$ cat src/hdl/i2cme_pkg.sv
`timescale 1ns / 1ps
// ----------------------------------------------------------------------------
// I2C master byte engine package
// Shared constants and types for the byte engine, its register block and its
// sequencer.
// ----------------------------------------------------------------------------
package i2cme_pkg;

   // Command codes carried by the operation field.
   localparam logic [2:0] OP_NONE      = 3'd0;
   localparam logic [2:0] OP_START     = 3'd1;
   localparam logic [2:0] OP_WRITE     = 3'd2;
   localparam logic [2:0] OP_READ_ACK  = 3'd3;
   localparam logic [2:0] OP_READ_NACK = 3'd4;
   localparam logic [2:0] OP_STOP      = 3'd5;

   // Register map: one 32-bit word per register.
   localparam int unsigned CSR_ADDR_WIDTH = 3;
   localparam logic REG_PHASE_TICKS    = 1'b0;
   localparam logic REG_ACK_POLL_LIMIT = 1'b1;

   localparam logic [15:0] PHASE_TICKS_RESET    = 16'd100;
   localparam logic [7:0]  ACK_POLL_LIMIT_RESET = 8'd10;

   // Configuration handed from the register block to the sequencer.
   typedef struct packed {
      logic [15:0] phase_ticks;
      logic [7:0]  ack_poll_limit;
   } cfg_type;

   // One result item.
   typedef struct packed {
      logic       ack_failed;
      logic [7:0] rx_byte;
      logic       done_res;
      logic       busy_res;
      logic       sda_out;
      logic       scl_out;
   } result_type;

endpackage

$ cat src/hdl/i2cme_csr.sv
`timescale 1ns / 1ps
// ----------------------------------------------------------------------------
// I2C master byte engine register block
// APB-style access to the phase length and acknowledge poll limit.
// ----------------------------------------------------------------------------
module i2cme_csr
   import i2cme_pkg::*;
(
   input  logic                      clock,
   input  logic                      reset,
   input  logic                      csr_psel,
   input  logic                      csr_penable,
   input  logic                      csr_pwrite,
   input  logic [CSR_ADDR_WIDTH-1:0] csr_paddr,
   input  logic [31:0]               csr_pwdata,
   output logic [31:0]               csr_prdata,
   output logic                      csr_pready,
   output cfg_type                   cfg
);

   logic [15:0] phase_ticks_ff;
   logic [7:0]  ack_poll_limit_ff;
   logic        wr_en;
   logic        reg_sel;

   assign csr_pready = 1'b1;
   assign wr_en      = csr_psel && csr_penable && csr_pwrite && csr_pready;
   assign reg_sel    = csr_paddr[2];

   // The register is written in the access cycle of a write transfer.
   always_ff @(posedge clock) begin
      if (reset) begin
         phase_ticks_ff    <= PHASE_TICKS_RESET;
         ack_poll_limit_ff <= ACK_POLL_LIMIT_RESET;
      end else if (wr_en) begin
         if (reg_sel == REG_PHASE_TICKS) begin
            phase_ticks_ff <= csr_pwdata[15:0];
         end else begin
            ack_poll_limit_ff <= csr_pwdata[7:0];
         end
      end
   end

   // Read data follows the address.
   always_comb begin
      if (reg_sel == REG_ACK_POLL_LIMIT) begin
         csr_prdata = {24'd0, ack_poll_limit_ff};
      end else begin
         csr_prdata = {16'd0, phase_ticks_ff};
      end
   end

   assign cfg.phase_ticks    = phase_ticks_ff;
   assign cfg.ack_poll_limit = ack_poll_limit_ff;

endmodule

$ cat src/hdl/i2cme_core.sv
`timescale 1ns / 1ps
// ----------------------------------------------------------------------------
// I2C master byte engine sequencer
// Advances the bus line state machine by one tick per accepted item and
// forms that tick's result.
// ----------------------------------------------------------------------------
module i2cme_core
   import i2cme_pkg::*;
(
   input  logic       clock,
   input  logic       reset,
   input  cfg_type    cfg,
   input  logic       step,
   input  logic [2:0] operation,
   input  logic [7:0] tx_byte,
   input  logic       sda_in,
   output result_type result
);

   typedef enum logic [3:0] {
      ST_IDLE   = 4'd0,
      ST_STA_A  = 4'd1,
      ST_STA_B  = 4'd2,
      ST_STP_A  = 4'd3,
      ST_STP_B  = 4'd4,
      ST_STP_C  = 4'd5,
      ST_W_LOW  = 4'd6,
      ST_W_HIGH = 4'd7,
      ST_A_LOW  = 4'd8,
      ST_A_POLL = 4'd9,
      ST_A_HOLD = 4'd10,
      ST_R_LOW  = 4'd11,
      ST_R_HIGH = 4'd12,
      ST_K_LOW  = 4'd13,
      ST_K_HIGH = 4'd14
   } engine_state_type;

   typedef struct packed {
      engine_state_type state;
      logic [15:0]      phase_count;
      logic [3:0]       bit_index;
      logic [7:0]       shift_data;
      logic [7:0]       poll_count;
      logic             scl_level;
      logic             sda_level;
      logic [7:0]       read_result;
      logic             ack_error;
      logic             read_ack;
   } core_state_type;

   core_state_type cur_ff;
   core_state_type cur_in;
   logic           done;
   logic [15:0]    span;

   // Entering a phase restarts its timer and applies its line changes.
   function automatic core_state_type enter_phase(core_state_type s,
                                                  engine_state_type st);
      core_state_type r;
      r             = s;
      r.state       = st;
      r.phase_count = 16'd0;
      case (st)
         ST_STA_A:  begin r.sda_level = 1'b1; r.scl_level = 1'b1; end
         ST_STA_B:  r.sda_level = 1'b0;
         ST_STP_A:  begin r.scl_level = 1'b0; r.sda_level = 1'b0; end
         ST_STP_B:  r.scl_level = 1'b1;
         ST_STP_C:  r.sda_level = 1'b1;
         ST_W_LOW:  begin r.scl_level = 1'b0; r.sda_level = s.shift_data[7]; end
         ST_W_HIGH: r.scl_level = 1'b1;
         ST_A_LOW:  begin r.scl_level = 1'b0; r.sda_level = 1'b1; end
         ST_A_POLL: begin r.scl_level = 1'b1; r.poll_count = 8'd0; end
         ST_R_LOW:  begin r.scl_level = 1'b0; r.sda_level = 1'b1; end
         ST_R_HIGH: r.scl_level = 1'b1;
         ST_K_LOW:  begin r.scl_level = 1'b0; r.sda_level = !s.read_ack; end
         ST_K_HIGH: r.scl_level = 1'b1;
         default:   r.state = st;
      endcase
      return r;
   endfunction

   // A zero phase length behaves as one tick.
   assign span = (cfg.phase_ticks == 16'd0) ? 16'd1 : cfg.phase_ticks;

   // Next state for one tick.
   always_comb begin
      cur_in = cur_ff;
      done   = 1'b0;
      if (cur_ff.state == ST_IDLE) begin
         case (operation)
            OP_START: cur_in = enter_phase(cur_in, ST_STA_A);
            OP_WRITE: begin
               cur_in.shift_data = tx_byte;
               cur_in.bit_index  = 4'd0;
               cur_in.ack_error  = 1'b0;
               cur_in            = enter_phase(cur_in, ST_W_LOW);
            end
            OP_READ_ACK, OP_READ_NACK: begin
               cur_in.shift_data = 8'd0;
               cur_in.bit_index  = 4'd0;
               cur_in.read_ack   = (operation == OP_READ_ACK);
               cur_in            = enter_phase(cur_in, ST_R_LOW);
            end
            OP_STOP: cur_in = enter_phase(cur_in, ST_STP_A);
            default: cur_in = cur_ff;
         endcase
      end else if (cur_ff.state == ST_A_POLL) begin
         // Acknowledge poll: one SDA sample per tick with SCL high.
         if (!sda_in) begin
            cur_in = enter_phase(cur_in, ST_A_HOLD);
         end else if (cur_ff.poll_count >= cfg.ack_poll_limit) begin
            cur_in.ack_error = 1'b1;
            cur_in           = enter_phase(cur_in, ST_STP_A);
         end else begin
            cur_in.poll_count = cur_ff.poll_count + 8'd1;
         end
      end else begin
         // Timed phase: act when the phase length is reached.
         cur_in.phase_count = cur_ff.phase_count + 16'd1;
         if (cur_in.phase_count >= span) begin
            case (cur_ff.state)
               ST_STA_A: cur_in = enter_phase(cur_in, ST_STA_B);
               ST_STP_A: cur_in = enter_phase(cur_in, ST_STP_B);
               ST_STP_B: cur_in = enter_phase(cur_in, ST_STP_C);
               ST_W_LOW: cur_in = enter_phase(cur_in, ST_W_HIGH);
               ST_W_HIGH: begin
                  cur_in.shift_data = {cur_ff.shift_data[6:0], 1'b0};
                  cur_in.bit_index  = cur_ff.bit_index + 4'd1;
                  cur_in = enter_phase(cur_in,
                     (cur_in.bit_index < 4'd8) ? ST_W_LOW : ST_A_LOW);
               end
               ST_A_LOW: cur_in = enter_phase(cur_in, ST_A_POLL);
               ST_R_LOW: cur_in = enter_phase(cur_in, ST_R_HIGH);
               ST_R_HIGH: begin
                  cur_in.shift_data = {cur_ff.shift_data[6:0], sda_in};
                  cur_in.bit_index  = cur_ff.bit_index + 4'd1;
                  cur_in = enter_phase(cur_in,
                     (cur_in.bit_index < 4'd8) ? ST_R_LOW : ST_K_LOW);
               end
               ST_K_LOW: cur_in = enter_phase(cur_in, ST_K_HIGH);
               default: begin
                  // The command finishes on this tick.
                  if (cur_ff.state == ST_STA_B) begin
                     cur_in.scl_level = 1'b0;
                  end
                  if (cur_ff.state == ST_K_HIGH) begin
                     cur_in.read_result = cur_ff.shift_data;
                     if (!cur_ff.read_ack) begin
                        cur_in.scl_level = 1'b0;
                     end
                  end
                  cur_in.state       = ST_IDLE;
                  cur_in.phase_count = 16'd0;
                  done               = 1'b1;
               end
            endcase
         end
      end
   end

   // State register, advanced once per accepted item.
   always_ff @(posedge clock) begin
      if (reset) begin
         cur_ff.state       <= ST_IDLE;
         cur_ff.phase_count <= 16'd0;
         cur_ff.bit_index   <= 4'd0;
         cur_ff.shift_data  <= 8'd0;
         cur_ff.poll_count  <= 8'd0;
         cur_ff.scl_level   <= 1'b1;
         cur_ff.sda_level   <= 1'b1;
         cur_ff.read_result <= 8'd0;
         cur_ff.ack_error   <= 1'b0;
         cur_ff.read_ack    <= 1'b0;
      end else if (step) begin
         cur_ff <= cur_in;
      end
   end

   // Result of this tick, taken from the updated state.
   assign result.scl_out    = cur_in.scl_level;
   assign result.sda_out    = cur_in.sda_level;
   assign result.busy_res   = (cur_in.state != ST_IDLE);
   assign result.done_res   = done;
   assign result.rx_byte    = cur_in.read_result;
   assign result.ack_failed = cur_in.ack_error;

`ifndef SYNTHESIS
   // The bit counter never runs past one byte.
   assert property (@(posedge clock) disable iff (reset)
      cur_ff.bit_index <= 4'd8)
      else $error("bit counter ran past eight");

   // SCL stays released while the acknowledge is polled.
   assert property (@(posedge clock) disable iff (reset)
      (cur_ff.state == ST_A_POLL) |-> cur_ff.scl_level)
      else $error("SCL low during acknowledge poll");

   // Without an accepted item the sequencer does not move.
   assert property (@(posedge clock) disable iff (reset)
      !step |=> $stable(cur_ff))
      else $error("sequencer moved without an input transfer");

   // A finishing tick leaves the engine idle.
   assert property (@(posedge clock) disable iff (reset)
      (step && done) |=> (cur_ff.state == ST_IDLE))
      else $error("engine busy after done");
`endif

endmodule

$ cat src/hdl/i2c_master_byte_engine.sv
`timescale 1ns / 1ps
// ----------------------------------------------------------------------------
// I2C master byte engine
// Tick-driven I2C master line sequencer with a streaming tick input, a
// streaming result output and an APB-style register port.
// ----------------------------------------------------------------------------
// Usage:
//   Each transfer on the req channel is one bus tick. It carries a command
//   code in req_tuser (start, write, read with ACK or NACK, stop, or none),
//   the byte to write and the sampled SDA level. A command is taken only when
//   the engine is idle; otherwise it is ignored.
//   For every req transfer exactly one rsp transfer follows, holding the SCL
//   level, the SDA drive, busy, a done pulse, the last read byte and the
//   acknowledge failure flag.
//   Each rsp item is registered and is offered in the cycle after its req
//   transfer. One tick is taken in every cycle; the single output register
//   frees in the cycle the receiver takes its item, so full rate holds
//   while rsp_tready is high. If the receiver stalls, the output register
//   holds its item and req_tready drops until it is taken.
//   Reset idles the engine with both lines released, clears the output
//   register and loads phase_ticks = 100 and ack_poll_limit = 10.
//   Registers: phase_ticks at byte address 0, ack_poll_limit at address 4.
// ----------------------------------------------------------------------------
module i2c_master_byte_engine
   import i2cme_pkg::*;
(
   input  logic                      clock,
   input  logic                      reset,
   // Tick input.
   input  logic                      req_tvalid,
   output logic                      req_tready,
   input  logic [15:0]               req_tdata,  // [7:0] tx_byte, [8] sda_in
   input  logic [2:0]                req_tuser,  // [2:0] operation
   // Result output.
   output logic                      rsp_tvalid,
   input  logic                      rsp_tready,
   output logic [15:0]               rsp_tdata,  // [0] scl_out, [1] sda_out,
                                                 // [2] busy_res, [3] done_res,
                                                 // [11:4] rx_byte, [12] ack_failed
   // Register port.
   input  logic                      csr_psel,
   input  logic                      csr_penable,
   input  logic                      csr_pwrite,
   input  logic [CSR_ADDR_WIDTH-1:0] csr_paddr,
   input  logic [31:0]               csr_pwdata,
   output logic [31:0]               csr_prdata,
   output logic                      csr_pready
);

   cfg_type    cfg;
   result_type result;
   result_type rsp_data_ff;
   logic       rsp_valid_ff;
   logic       step;

   i2cme_csr u_csr (
      .clock       (clock),
      .reset       (reset),
      .csr_psel    (csr_psel),
      .csr_penable (csr_penable),
      .csr_pwrite  (csr_pwrite),
      .csr_paddr   (csr_paddr),
      .csr_pwdata  (csr_pwdata),
      .csr_prdata  (csr_prdata),
      .csr_pready  (csr_pready),
      .cfg         (cfg)
   );

   i2cme_core u_core (
      .clock     (clock),
      .reset     (reset),
      .cfg       (cfg),
      .step      (step),
      .operation (req_tuser),
      .tx_byte   (req_tdata[7:0]),
      .sda_in    (req_tdata[8]),
      .result    (result)
   );

   // A tick is taken whenever the output register is empty or being drained.
   assign req_tready = !rsp_valid_ff || rsp_tready;
   assign step       = req_tvalid && req_tready;

   // Output register.
   always_ff @(posedge clock) begin
      if (reset) begin
         rsp_valid_ff <= 1'b0;
      end else if (step) begin
         rsp_valid_ff <= 1'b1;
      end else if (rsp_tready) begin
         rsp_valid_ff <= 1'b0;
      end
   end

   always_ff @(posedge clock) begin
      if (step) begin
         rsp_data_ff <= result;
      end
   end

   assign rsp_tvalid = rsp_valid_ff;
   assign rsp_tdata  = {3'd0, rsp_data_ff};

endmodule

$ cat config.mk
export PLATFORM = sky130hd
export DESIGN_NAME = i2c_master_byte_engine
export DESIGN_NICKNAME = d
export VERILOG_FILES = /design/src/hdl/i2cme_pkg.sv /design/src/hdl/i2cme_csr.sv /design/src/hdl/i2cme_core.sv /design/src/hdl/i2c_master_byte_engine.sv
export SDC_FILE = /design/constraint.sdc
export NUM_CORES = 1
export LEC_CHECK = 0
export BUFFER_PORTS_ARGS = -buffer_cell sky130_fd_sc_hd__buf_4
export CAP_MARGIN = 20
export CORE_UTILIZATION = 55
export DETAILED_ROUTE_END_ITERATION = 12
export GPL_TIMING_DRIVEN = 0
export PLACE_DENSITY_LB_ADDON = 0.2
export SLEW_MARGIN = 20
export SYNTH_ARGS = -nofsm -noshare
export SYNTH_HDL_FRONTEND = slang
export SYNTH_SLANG_ARGS = --single-unit
$ cat constraint.sdc
create_clock -name clock -period 4.5 [get_ports clock]
set_input_delay 0.225 -clock clock [delete_from_list [all_inputs] [get_ports clock]]
set_output_delay 0.225 -clock clock [all_outputs]
set_load 0.1 [all_outputs]
==> reports/results.ini <==
[critical_path]
crit_type = flop to flop
cp_max_fo = 10
start_kind = flop
arrival_ps = 4450
cp-end-kind = flop
required_ps = 4790

[floorplanning]
die_h_um = 100
ios = 112
dieArea_mm2 = 0.0100
initial_core_util = 0.571
core_area_mm2 = 0.00928
die_w_um = 100
rows = 35

[cells_and_area]
area_delta_synth_final_pct = 18.2
finalInstanceArea_mm2 = 0.00626
final_common_cell = nand2_1
n_antenna_cell = 0
fin_cells = 889
nNetsFinal = 843
nFillCells = 818
mostFrequentLayoutCells = 89 x nand2_1, 85 x buf_4, 77 x dfxtp_1, 64 x a21oi_1, 49 x nor2_1
drive_above_1_share = 0.171

[placed_design]
dp_cells = 873
place.port_buffers = 64
gp_congestion = 0.926
dp_hpwl_um = 10300
place_ws_ps = 119
place_area_mm2 = 0.00602

[synth]
synth_flop_cell = dfxtp_1
ys_warn_count = 0
avgSynthCellArea_um2 = 8.02
syn_area_mm2 = 0.00530
ys_ff_latch = 90
synth_cell_types = 63
synth_async_sr_flop_share = 0
ys_top_cells_by_area = dfxtp_1 29%, edfxtp_1 7.4%, ha_1 6.4%, nand2_1 6.3%, a21oi_1 6.0%
synth_edf_count = 13
synth_top_area_frac = 0.291
synthCells = 661
ys_seq_area_frac = 0.364
yosysTopAreaCell = dfxtp_1

[cts]
post_cts_buffers = 0
cts_tree = yes
clkSinkCount = 90
cts_made_buffers = 9
clockRootBuffer = clkbuf_8
clkSlewWorstSetupHoldPaths_ps = 100
cts_resized = 0
ctsHoldBuffers = 0
cts_buffer_depth = 2
h-tree-depth = 3
clock_latency_ps = 370

[drt]
wl_um = 13700
drt-wirelength-per-cell_um = 15.4
remaining_drc_errors = 0
dr.pass1.iters = 5
drtIter0Drc = 216
ant_nets = 0
vias = 4998
vias_per_cell = 5.62

[run]
drv_cap = 0

[power_and_ir_drop]
pwr_density_cell_mw_per_mm2 = 307
peakVddDrop_uv = 202
leakage_nw = 2.51

[global_route]
grt_pass1_wl_um = 22900
antenna_found_initial = 0
grt_pass1_vias = 4716
overflow = 0
grt_max_degree = 23
track_usage = 0.289

[sta]
slew_headroom = 0.422
fin_crit_ps = 4150
rsz0062_at_grt = false
max_slew.worst_pin.slew_ps = 861
fin_tns_setup_ps = 0
final_max_slew_viol_count = 0
fin_skew_ps = 10.0
fmax_ghz = 0.241
period_share = 0.923
setup_ws_ps = 345
hold_viol = 0
setup_viol = 0

[outcome]
outcome = finished clean

[worst_hold_path]
min_path_type = input port to flop

-- synth_stat cells (5+ instances only) --
| cell | instances |
|---|---|
| xor2_1 | 7 |
| and2_1 | 5 |
| nor2b_1 | 11 |
| clkbuf_1 | 23 |
| a221oi_1 | 13 |
| nand2_1 | 89 |
| nand2b_1 | 7 |
| a21oi_1 | 64 |
| dfxtp_1 | 77 |
| buf_4 | 20 |
| o211ai_1 | 8 |
| edfxtp_1 | 13 |
| mux2i_1 | 10 |
| nand3_1 | 18 |
| and3_1 | 9 |
| mux2_2 | 9 |
| xnor2_1 | 12 |
| o21ai_0 | 33 |
| nand3b_1 | 6 |
| inv_1 | 38 |
| nand4_1 | 8 |
| buf_2 | 5 |
| nor3_1 | 31 |
| ha_1 | 27 |
| or3_1 | 6 |
| nor2_1 | 50 |
-- worst max-delay path, cell delays in order, from the launching register on --
cell	delay (ps)
dfxtp_1	430
ha_1	300
nand3_2	180
nor2_4	200
nand3_1	210
nor2_1	180
xor2_1	280
ha_1	190
nand4_1	130
nor3_2	270
or4b_1	480
and3b_1	230
buf_6	170
nor2_1	460
a221oi_1	180
nor3_1	210
-- through the flow --
step | utilization | total power [mW] | hold WS [ps]
after floorplan | - | 1.21 | 354
after global placement | 0.647 | 1.30 | 438
after detailed placement | 0.648 | 1.31 | 457
after CTS | 0.672 | 1.93 | 82.5
after global routing | 0.675 | 2.00 | 95.4
final | 0.675 | 1.93 | 91.3
-- flip-flops by register name (all words and copies together), names as in the netlist --
register / flops
rsp_tdata: 13
rsp_tvalid: 1
u_core.cur_ff: 52
u_csr.ack_poll_limit_ff: 8
u_csr.phase_ticks_ff: 16
-- kinds of logic (layout without fill, tap and decap cells) --
family / count (synthesis) / count (layout) / synth area share
compound gates: 153 / 153 / 0.178
xor+xnor: 19 / 19 / 0.0314
fa+ha+maj: 27 / 27 / 0.0637
buf+inv: 91 / 172 / 0.0812
flops: 90 / 90 / 0.364
mux: 19 / 19 / 0.0380
other cells: 2 / 20 / 0.00142
simple gates: 260 / 260 / 0.242
-- power breakdown --
group	switching, mW	total (mW)	leakage (nW)	internal (mW)
combinational	0.326	0.439	1.65	0.113
sequential	0.0152	0.855	0.752	0.840
clock	0.314	0.631	0.105	0.317
total	0.655	1.93	2.51	1.27
-- cell type report --
type	instances	area (µm²)	share of cell area
clock inverter	7	98.8	0.0158
sequential	90	1930	0.308
clock buffer	9	124	0.0198
inverter	39	146	0.0234
tap	129	161	0.0258
buffer	52	285	0.0455
timing repair buffer	65	488	0.0779
multi-input combinational	498	3030	0.484
-- layer usage --
metal | track usage | up-vias | share of wire
met5 | 0 | - | 0
met4 | 0.0847 | 0 | 0.014
met3 | 0.0390 | 17 | 0.060
met2 | 0.472 | 174 | 0.48
met1 | 0.400 | 2327 | 0.45
li1 | - | 2480 | -
-- path summary, 6_finish.rpt --
path         slack, ps                      startpoint                                    to  cells past startpoint
max                350  u_core.cur_ff[32]$_SDFFE_PP0P_        u_core.cur_ff[21]$_SDFFE_PP0P_                     15
min                 90                   csr_pwdata[2]  u_csr.phase_ticks_ff[2]$_SDFFE_PP1P_                      3
min reg2reg        470  u_core.cur_ff[46]$_SDFFE_PP0P_        u_core.cur_ff[46]$_SDFFE_PP0P_                      2
max reg2reg        350  u_core.cur_ff[32]$_SDFFE_PP0P_        u_core.cur_ff[21]$_SDFFE_PP0P_                     15
(Power assumes the default switching activity.)
